--- src/hw/rtl/dfsu_pkg.sv ---
package dfsu_pkg;

   // graph size and derived widths
   localparam int NODES      = 16;
   localparam int ROW_W      = 16;
   localparam int NODE_W     = 4;
   localparam int ADJ_AW     = $clog2(NODES);
   localparam int STK_AW     = $clog2(NODES);
   localparam int SP_W       = 5;
   localparam int HIST_DEPTH = 32;
   localparam int HIST_AW    = $clog2(HIST_DEPTH);
   localparam int LOG_W      = HIST_AW + 1;
   localparam int VC_W       = 5;
   localparam int SCAN_N     = (NODES < ROW_W) ? NODES : ROW_W;
   localparam int MODE_W     = 2;
   localparam int ACT_W      = 3;

   // item modes
   localparam logic [MODE_W-1:0] MODE_LOAD    = 2'd0;
   localparam logic [MODE_W-1:0] MODE_RESTART = 2'd1;
   localparam logic [MODE_W-1:0] MODE_FWD     = 2'd2;
   localparam logic [MODE_W-1:0] MODE_BACK    = 2'd3;

   // result actions
   localparam logic [ACT_W-1:0] ACT_PUSHED    = 3'd0;
   localparam logic [ACT_W-1:0] ACT_POPPED    = 3'd1;
   localparam logic [ACT_W-1:0] ACT_FINISHED  = 3'd2;
   localparam logic [ACT_W-1:0] ACT_UNDO_PUSH = 3'd3;
   localparam logic [ACT_W-1:0] ACT_UNDO_POP  = 3'd4;
   localparam logic [ACT_W-1:0] ACT_NO_UNDO   = 3'd5;
   localparam logic [ACT_W-1:0] ACT_LOADED    = 3'd6;

   // log entry kinds
   localparam logic LOG_PUSH = 1'b0;
   localparam logic LOG_POP  = 1'b1;

   typedef struct packed {
      logic                adj_we;
      logic [ADJ_AW-1:0]   adj_waddr;
      logic [ROW_W-1:0]    adj_wdata;
      logic [ADJ_AW-1:0]   adj_raddr;
      logic                stk_we;
      logic [STK_AW-1:0]   stk_waddr;
      logic [NODE_W-1:0]   stk_wdata;
      logic [STK_AW-1:0]   stk_raddr;
      logic                hist_we;
      logic [HIST_AW-1:0]  hist_waddr;
      logic [NODE_W-1:0]   hist_wnode;
      logic                hist_wkind;
      logic [HIST_AW-1:0]  hist_raddr;
   } mem_req_type;

   typedef struct packed {
      logic [ROW_W-1:0]    adj_row;
      logic [NODE_W-1:0]   stk_node;
      logic [NODE_W-1:0]   hist_node;
      logic                hist_kind;
   } mem_rsp_type;

   typedef struct packed {
      logic                clear;
      logic                inc;
      logic                dec;
      logic [NODE_W-1:0]   node;
   } vis_ctl_type;

   typedef struct packed {
      logic                found;
      logic [NODE_W-1:0]   node;
   } vis_scan_type;

endpackage

--- src/hw/rtl/dfs_stepper_with_undo.sv ---
// Depth-first search stepper with undo.
// Input channel req_*: one item per transfer, req_mode selects load row,
// restart, forward step or back step; req_row_index/req_row_bits carry a
// row for loads. Result channel rsp_*: exactly one result per item, in order.
// csr_wr_en/csr_wr_data write the start node; write only while idle.
// Loads, restarts and trivial steps go from idle straight to the output
// state; a forward push passes the scan state, a pop the scan and fix
// states, a back step the undo state and, when an undone push needs a
// fresh stack-top read, the fix state. Steps wait on registered reads of
// the adjacency, stack and history memories. The next item is taken once
// the result is loaded into the output register, so no new item is taken
// before the last is through. A stalled receiver holds the result register
// and the block waits in its output state until that register is free.
// Reset clears the stack pointer, log length, occurrence counts and start
// node; adjacency rows must be loaded before they are walked.
module dfs_stepper_with_undo (
   input  logic                          clock,
   input  logic                          reset,
   input  logic                          req_valid,
   output logic                          req_ready,
   input  logic [dfsu_pkg::MODE_W-1:0]   req_mode,
   input  logic [dfsu_pkg::NODE_W-1:0]   req_row_index,
   input  logic [dfsu_pkg::ROW_W-1:0]    req_row_bits,
   output logic                          rsp_valid,
   input  logic                          rsp_ready,
   output logic [dfsu_pkg::ACT_W-1:0]    rsp_action,
   output logic [dfsu_pkg::NODE_W-1:0]   rsp_top_node,
   output logic                          rsp_top_valid,
   output logic [dfsu_pkg::SP_W-1:0]     rsp_stack_depth,
   output logic [dfsu_pkg::HIST_AW-1:0]  rsp_step_count,
   output logic                          rsp_finished,
   input  logic                          csr_wr_en,
   input  logic [dfsu_pkg::NODE_W-1:0]   csr_wr_data
);
   import dfsu_pkg::*;

   localparam logic [2:0] S_IDLE = 3'd0;
   localparam logic [2:0] S_SCAN = 3'd1;
   localparam logic [2:0] S_UNDO = 3'd2;
   localparam logic [2:0] S_FIX  = 3'd3;
   localparam logic [2:0] S_OUT  = 3'd4;

   logic [2:0]         state_ff, state_in;
   logic [SP_W-1:0]    sp_ff, sp_in;
   logic [LOG_W-1:0]   log_ff, log_in;
   logic [NODE_W-1:0]  top_ff, top_in;
   logic [ACT_W-1:0]   act_ff, act_in;
   logic [NODE_W-1:0]  start_ff;

   logic               rsp_valid_ff;
   logic [ACT_W-1:0]   rsp_action_ff;
   logic [NODE_W-1:0]  rsp_top_ff;
   logic               rsp_top_valid_ff;
   logic [SP_W-1:0]    rsp_depth_ff;
   logic [HIST_AW-1:0] rsp_count_ff;
   logic               rsp_finished_ff;

   mem_req_type        mreq;
   mem_rsp_type        mrsp;
   vis_ctl_type        vctl;
   vis_scan_type       vscan;

   logic               take;
   logic               out_free;
   logic               sp_room;
   logic               start_ok;

   dfsu_mems u_mems (
      .clock (clock),
      .req   (mreq),
      .rsp   (mrsp)
   );

   dfsu_visit u_visit (
      .clock (clock),
      .reset (reset),
      .ctl   (vctl),
      .row   (mrsp.adj_row),
      .scan  (vscan)
   );

   assign req_ready = (state_ff == S_IDLE);
   assign take      = req_valid && req_ready;
   assign out_free  = !rsp_valid_ff || rsp_ready;
   assign sp_room   = int'(sp_ff) < NODES;
   assign start_ok  = int'(start_ff) < NODES;

   // start node register
   always_ff @(posedge clock) begin
      if (reset) begin
         start_ff <= '0;
      end else if (csr_wr_en) begin
         start_ff <= csr_wr_data;
      end
   end

   // sequencer: decode, scan or undo, optional top refresh, result
   always_comb begin
      state_in = state_ff;
      sp_in    = sp_ff;
      log_in   = log_ff;
      top_in   = top_ff;
      act_in   = act_ff;
      vctl     = '0;
      vctl.node = top_ff;

      mreq            = '0;
      mreq.adj_waddr  = ADJ_AW'(req_row_index);
      mreq.adj_wdata  = req_row_bits;
      mreq.stk_waddr  = STK_AW'(sp_ff);
      mreq.stk_wdata  = start_ff;
      mreq.hist_waddr = HIST_AW'(log_ff);
      mreq.hist_wnode = top_ff;

      unique case (state_ff)
         S_IDLE: begin
            if (take) begin
               state_in = S_OUT;
               act_in   = ACT_LOADED;
               unique case (req_mode)
                  MODE_LOAD: begin
                     mreq.adj_we = int'(req_row_index) < NODES;
                  end
                  MODE_RESTART: begin
                     vctl.clear     = 1'b1;
                     log_in         = '0;
                     sp_in          = start_ok ? SP_W'(1) : '0;
                     top_in         = start_ff;
                     mreq.stk_we    = start_ok;
                     mreq.stk_waddr = '0;
                  end
                  MODE_FWD: begin
                     if (sp_ff == '0) begin
                        if (log_ff == '0) begin
                           vctl.clear     = 1'b1;
                           sp_in          = start_ok ? SP_W'(1) : '0;
                           top_in         = start_ff;
                           mreq.stk_we    = start_ok;
                           mreq.stk_waddr = '0;
                        end else begin
                           act_in = ACT_FINISHED;
                        end
                     end else if (int'(log_ff) >= HIST_DEPTH) begin
                        act_in = ACT_FINISHED;
                     end else begin
                        // count the current top as visited before the scan
                        vctl.inc = 1'b1;
                        state_in = S_SCAN;
                     end
                  end
                  MODE_BACK: begin
                     if (log_ff == '0) begin
                        act_in = ACT_NO_UNDO;
                     end else begin
                        state_in = S_UNDO;
                     end
                  end
                  default: begin
                     act_in = ACT_LOADED;
                  end
               endcase
            end
         end
         S_SCAN: begin
            mreq.hist_we = 1'b1;
            log_in       = log_ff + LOG_W'(1);
            if (vscan.found && sp_room) begin
               mreq.stk_we     = 1'b1;
               mreq.stk_wdata  = vscan.node;
               mreq.hist_wkind = LOG_PUSH;
               sp_in           = sp_ff + SP_W'(1);
               top_in          = vscan.node;
               act_in          = ACT_PUSHED;
               state_in        = S_OUT;
            end else begin
               mreq.hist_wkind = LOG_POP;
               sp_in           = sp_ff - SP_W'(1);
               act_in          = ACT_POPPED;
               state_in        = S_FIX;
            end
         end
         S_UNDO: begin
            vctl.dec  = 1'b1;
            vctl.node = mrsp.hist_node;
            log_in    = log_ff - LOG_W'(1);
            if (mrsp.hist_kind == LOG_PUSH) begin
               if (sp_ff != '0) begin
                  sp_in = sp_ff - SP_W'(1);
               end
               act_in   = ACT_UNDO_PUSH;
               state_in = S_FIX;
            end else begin
               if (sp_room) begin
                  mreq.stk_we    = 1'b1;
                  mreq.stk_wdata = mrsp.hist_node;
                  sp_in          = sp_ff + SP_W'(1);
                  top_in         = mrsp.hist_node;
               end
               act_in   = ACT_UNDO_POP;
               state_in = S_OUT;
            end
         end
         S_FIX: begin
            // stack read at the new top lands this cycle
            top_in   = mrsp.stk_node;
            state_in = S_OUT;
         end
         S_OUT: begin
            if (out_free) begin
               state_in = S_IDLE;
            end
         end
         default: begin
            state_in = S_IDLE;
         end
      endcase

      // read ports follow the top, the next stack top and the last log entry
      mreq.adj_raddr  = ADJ_AW'(top_ff);
      mreq.stk_raddr  = STK_AW'(sp_in - SP_W'(1));
      mreq.hist_raddr = HIST_AW'(log_ff - LOG_W'(1));
   end

   always_ff @(posedge clock) begin
      if (reset) begin
         state_ff <= S_IDLE;
         sp_ff    <= '0;
         log_ff   <= '0;
      end else begin
         state_ff <= state_in;
         sp_ff    <= sp_in;
         log_ff   <= log_in;
      end
   end

   always_ff @(posedge clock) begin
      top_ff <= top_in;
      act_ff <= act_in;
   end

   // result register: load on leaving the output state, drop on transfer
   always_ff @(posedge clock) begin
      if (reset) begin
         rsp_valid_ff <= 1'b0;
      end else if ((state_ff == S_OUT) && out_free) begin
         rsp_valid_ff <= 1'b1;
      end else if (rsp_ready) begin
         rsp_valid_ff <= 1'b0;
      end
   end

   always_ff @(posedge clock) begin
      if ((state_ff == S_OUT) && out_free) begin
         rsp_action_ff    <= act_ff;
         rsp_top_ff       <= (sp_ff != '0) ? top_ff : '0;
         rsp_top_valid_ff <= (sp_ff != '0);
         rsp_depth_ff     <= sp_ff;
         rsp_count_ff     <= log_ff[HIST_AW-1:0];
         rsp_finished_ff  <= (sp_ff == '0) && (log_ff != '0);
      end
   end

   assign rsp_valid       = rsp_valid_ff;
   assign rsp_action      = rsp_action_ff;
   assign rsp_top_node    = rsp_top_ff;
   assign rsp_top_valid   = rsp_top_valid_ff;
   assign rsp_stack_depth = rsp_depth_ff;
   assign rsp_step_count  = rsp_count_ff;
   assign rsp_finished    = rsp_finished_ff;

   // stack never grows past the node count
   a_sp_bound: assert property (@(posedge clock) disable iff (reset)
      int'(sp_ff) <= NODES)
      else $error("stack pointer beyond node count");

   // history never holds more than its depth
   a_log_bound: assert property (@(posedge clock) disable iff (reset)
      int'(log_ff) <= HIST_DEPTH)
      else $error("log length beyond history depth");

   // an accepted item always leaves idle
   a_take_busy: assert property (@(posedge clock) disable iff (reset)
      take |=> (state_ff != S_IDLE))
      else $error("accepted item did not start work");

   // a scan only follows an accepted forward step
   a_scan_entry: assert property (@(posedge clock) disable iff (reset)
      (state_ff == S_SCAN) |-> ($past(state_ff) == S_IDLE) && $past(take))
      else $error("scan entered without an accepted step");

   // a finished result never shows a live stack top
   a_finish_top: assert property (@(posedge clock) disable iff (reset)
      rsp_valid_ff |-> !(rsp_finished_ff && rsp_top_valid_ff))
      else $error("finished result with non-empty stack");

endmodule

--- src/hw/rtl/dfsu_mems.sv ---
module dfsu_mems (
   input  logic                 clock,
   input  dfsu_pkg::mem_req_type req,
   output dfsu_pkg::mem_rsp_type rsp
);
   import dfsu_pkg::*;

   logic [ROW_W-1:0]  adj_mem  [NODES];
   logic [NODE_W-1:0] stk_mem  [NODES];
   logic [NODE_W:0]   hist_mem [HIST_DEPTH];

   logic [ROW_W-1:0]  adj_rd_ff;
   logic [NODE_W-1:0] stk_rd_ff;
   logic [NODE_W:0]   hist_rd_ff;

   // adjacency rows: one write port, one registered read port
   always_ff @(posedge clock) begin
      if (req.adj_we) begin
         adj_mem[req.adj_waddr] <= req.adj_wdata;
      end
      adj_rd_ff <= adj_mem[req.adj_raddr];
   end

   // node stack
   always_ff @(posedge clock) begin
      if (req.stk_we) begin
         stk_mem[req.stk_waddr] <= req.stk_wdata;
      end
      stk_rd_ff <= stk_mem[req.stk_raddr];
   end

   // visited history with push/pop log bit alongside
   always_ff @(posedge clock) begin
      if (req.hist_we) begin
         hist_mem[req.hist_waddr] <= {req.hist_wkind, req.hist_wnode};
      end
      hist_rd_ff <= hist_mem[req.hist_raddr];
   end

   assign rsp.adj_row   = adj_rd_ff;
   assign rsp.stk_node  = stk_rd_ff;
   assign rsp.hist_node = hist_rd_ff[NODE_W-1:0];
   assign rsp.hist_kind = hist_rd_ff[NODE_W];

endmodule

--- src/hw/rtl/dfsu_visit.sv ---
module dfsu_visit (
   input  logic                   clock,
   input  logic                   reset,
   input  dfsu_pkg::vis_ctl_type  ctl,
   input  logic [dfsu_pkg::ROW_W-1:0] row,
   output dfsu_pkg::vis_scan_type scan
);
   import dfsu_pkg::*;

   logic [VC_W-1:0] cnt_ff [NODES];
   logic [VC_W-1:0] cnt_in [NODES];
   logic            node_ok;

   assign node_ok = int'(ctl.node) < NODES;

   // occurrence counts: clear on restart or a fresh start, bump on a forward step, drop on an undo
   always_comb begin
      for (int i = 0; i < NODES; i++) begin
         cnt_in[i] = cnt_ff[i];
         if (ctl.clear) begin
            cnt_in[i] = '0;
         end else if (node_ok && (int'(ctl.node) == i)) begin
            if (ctl.inc) begin
               cnt_in[i] = cnt_ff[i] + VC_W'(1);
            end else if (ctl.dec && (cnt_ff[i] != '0)) begin
               cnt_in[i] = cnt_ff[i] - VC_W'(1);
            end
         end
      end
   end

   always_ff @(posedge clock) begin
      if (reset) begin
         for (int i = 0; i < NODES; i++) begin
            cnt_ff[i] <= '0;
         end
      end else begin
         for (int i = 0; i < NODES; i++) begin
            cnt_ff[i] <= cnt_in[i];
         end
      end
   end

   // lowest-index neighbour with no occurrence in the history
   always_comb begin
      scan.found = 1'b0;
      scan.node  = '0;
      for (int j = SCAN_N - 1; j >= 0; j--) begin
         if (row[j] && (cnt_ff[j] == '0)) begin
            scan.found = 1'b1;
            scan.node  = NODE_W'(j);
         end
      end
   end

endmodule
--- config.mk ---
export PLATFORM = sky130hd
export DESIGN_NAME = dfs_stepper_with_undo
export DESIGN_NICKNAME = d
export VERILOG_FILES = /design/src/hw/rtl/dfsu_pkg.sv /design/src/hw/rtl/dfs_stepper_with_undo.sv /design/src/hw/rtl/dfsu_mems.sv /design/src/hw/rtl/dfsu_visit.sv
export SDC_FILE = /design/constraint.sdc
export NUM_CORES = 1
export LEC_CHECK = 0
export BUFFER_PORTS_ARGS = -buffer_cell sky130_fd_sc_hd__buf_2
export CAP_MARGIN = 20
export CORE_MARGIN = 5
export CORE_UTILIZATION = 40
export DETAILED_ROUTE_END_ITERATION = 8
export GPL_ROUTABILITY_DRIVEN = 0
export PLACE_DENSITY = 0.54
export SYNTH_ARGS = -nofsm -noshare
export SYNTH_HDL_FRONTEND = slang
export SYNTH_SLANG_ARGS = --single-unit
export TNS_END_PERCENT = 20
--- constraint.sdc ---
create_clock -name clock -period 15.07 [get_ports clock]
set_input_delay 0.7535 -clock clock [delete_from_list [all_inputs] [get_ports clock]]
set_output_delay 0.7535 -clock clock [all_outputs]
set_load 0.01 [all_outputs]
==> impl_metrics.ini <==
[run_status]
outcome = finished, final reports clean

[clock_network]
cts-buffers-inserted = 70
holdBufCountCts = 0
clk_latency_ns = 0.61
clock_path_buffers = 3
cts_sinks = 630
postCtsSetupBuffers = 0
path_clk_slew_ns = 0.06
cts_resized = 0
cts_root_buffer = clkbuf_16
cts_tree = yes
htreeDepth = 3

[setup_path]
cp.required_ns = 15.54
startpoint_type = flip-flop
critPathKind = flip-flop to flip-flop
crit_fanout = 21
crit_start = state_ff[1]
cp.arrival_ns = 4.90
timing.rr.start = state_ff[1]
critPathCaptureType = flip-flop

[floorplan]
fp.dieH_um = 269
rows = 95
dieArea_mm2 = 0.0725
core_mm2 = 0.0669
die_w_um = 269
start_util_pct = 40.2
io_pins = 52

[pwr]
power_density_mw_per_mm2 = 125
p_leak_nw = 10.0
fin_total_pwr_mw = 3.81
vdd_drop_max_mv = 0.0880

[finish]
nNetsFinal = 1871
layout_commonest_cell = edfxtp_1
mostFrequentLayoutCells = 506 x edfxtp_1, 176 x nor2_1, 150 x mux4_2
drive_gt1_share_pct = 21.2
area_delta_synth_final_pct = 13.4
layoutNonFillerInstCount = 2692
stdcell_area_mm2 = 0.0305

[timing]
timing.final.ws_setup_ns = 10.65
maxSlewHeadroom_pct = 31.7
slew_viol_final = 0
tns_ns = 0
worstMarginPinSlew_ns = 1.02
setup_viol = 0
hold_viol = 0
finalCritPeriodShare_pct = 29.4
max_freq_mhz = 226
layout_min_cycle_time_ns = 4.42
rsz0062_at_grt = no
finalClockSkew_ns = 0.0289

[yosys]
syn_avg_cell_area_um2 = 16.0
netlist_instances = 1676
synthTopCellsByArea = edfxtp_1 57%, mux4_2 13%, dfxtp_1 9.2%
ys.flop_type = edfxtp_1
synth_fa_ha_area_share_pct = 3.98
synth_xor_area_share_pct = 2.87
syn_area_mm2 = 0.0269
synth_top_area_cell = edfxtp_1
synth_cell_type_count = 71
synth_compound_area_share_pct = 5.13
syn-num-nets = 1783
yosysWarnings = 0
async_flop_share_pct = 0
yosysTopAreaCellShare_pct = 56.5
seq_area_frac_synth_pct = 65.8
synth-simple-area-share_pct = 6.60
synth-seq-cells = 630
synth-edff-count = 506
muxShareOfSynthArea_pct = 14.2
synth_top_family_by_area = multiplexers

[place]
dp_slack_ns = 10.70
portBuffers = 51
dp.cells = 2564
hpwlAfterDp_mm = 38.0
placed_cell_area_mm2 = 0.0283

[global_routing]
grt_overflow = 0
grt_start_max_net_pins = 81
antenna_found_initial = 7
grt_pass1_vias = 14528
grt_usage_pct = 16.5
grt_pass1_wl_mm = 92.2

[detailed_routing]
wl_per_cell_um = 22.6
drc = 0
drtIter0Drc = 1175
drt-total-wl_mm = 60.8
ant_nets = 0
viasPerCell = 5.42
num_vias = 14594
dr.pass1.iters = 5

[min_path]
hp-class = input pin to flip-flop
hp-start = csr_wr_data[2]

[job]
maxCapViolations = 0
-- where the power goes --
part           leakage, nW  total (mW)  internal (mW)  switching [mW]
clock                 1.07        1.64          0.949           0.687
combinational         3.42       0.245          0.101           0.144
sequential            5.53        1.92           1.90          0.0208
total                 10.0        3.81           2.95           0.852
-- flip-flops by register name (all words and copies together), names as in the netlist, 5 cells and up --
register / cells
log_ff: 6
u_mems.adj_mem: 256
rsp_stack_depth: 5
rsp_step_count: 5
u_visit.cnt_ff: 80
u_mems.hist_rd_ff: 5
u_mems.stk_mem: 64
sp_ff: 5
u_mems.hist_mem: 160
u_mems.adj_rd_ff: 16
-- logic make-up after synthesis --
group                    Yosys count
flip-flops                       630
AND/OR/NAND/NOR                  384
AO/OA/AOI/OAI                    205
buffers and inverters            103
adder cells (fa/ha/maj)           76
XOR/XNOR                          86
multiplexers                     192
-- through the flow --
step | util [%] | hold WS (ns)
3_3_place_gp | 42.3 | 0.413
4_1_cts | 45.5 | 0.356
2_1_floorplan | - | 0.400
6_report | 45.5 | 0.396
3_5_place_dp | 42.3 | 0.410
5_1_grt | 45.5 | 0.401
-- Yosys cell counts (5+ instances only) --
| library cell | n |
|---|---|
| nor2_1 | 190 |
| edfxtp_1 | 506 |
| mux2_2 | 5 |
| nor2b_1 | 6 |
| nand3_1 | 26 |
| mux4_2 | 150 |
| o21ai_0 | 27 |
| a21oi_1 | 57 |
| clkbuf_1 | 51 |
| fa_1 | 16 |
| inv_1 | 26 |
| ha_1 | 60 |
| a31oi_1 | 11 |
| nor3b_1 | 6 |
| nor3_1 | 21 |
| nand2b_1 | 10 |
| buf_2 | 7 |
| mux2i_1 | 37 |
| a211oi_1 | 36 |
| xor2_1 | 13 |
| dfxtp_1 | 124 |
| a21o_1 | 36 |
| nor4_1 | 14 |
| xnor2_1 | 72 |
| and2_1 | 11 |
| nand2_1 | 66 |
| and3_1 | 7 |
| buf_1 | 13 |
-- final cells by class --
type,count,area (um^2)
fillers,5790,36400
flip-flops and latches,630,17700
multi-input cells,943,8860
clock buffers,86,1810
well taps,873,1090
repair buffers,89,541
clock inverters,40,380
inverters,30,113
diodes,1,2.50
-- critical path: stages (launching register included) --
cell	delay, ns
dfxtp_1	0.60
or3b_1	0.40
nand3_1	0.74
nor2_1	0.36
nor2_1	0.07
o21a_1	0.19
buf_4	0.24
ha_1	0.78
mux4_2	0.44
mux4_2	0.47
-- path summary, 6_finish.rpt --
| check | end | slack, ns | cells past startpoint |
|---|---|---|---|
| setup / recovery | u_mems.stk_rd_ff[0] | 10.65 | 9 |
| setup reg to reg | u_mems.stk_rd_ff[0] | 10.65 | 9 |
| hold / removal | start_ff[2] | 0.40 | 3 |
| hold reg to reg | rsp_action[0] | 0.42 | 0 |
-- layer usage --
metal  wire, um  track usage (%)  vias to the layer above
met5         27                0                        -
met4       1200             4.40                        4
met3       2940             2.95                      100
met2      29000             26.2                      332
met1      27600             23.6                     7454
li1           -                -                     6704
Note: power is estimated with default switching activity, not from simulation.
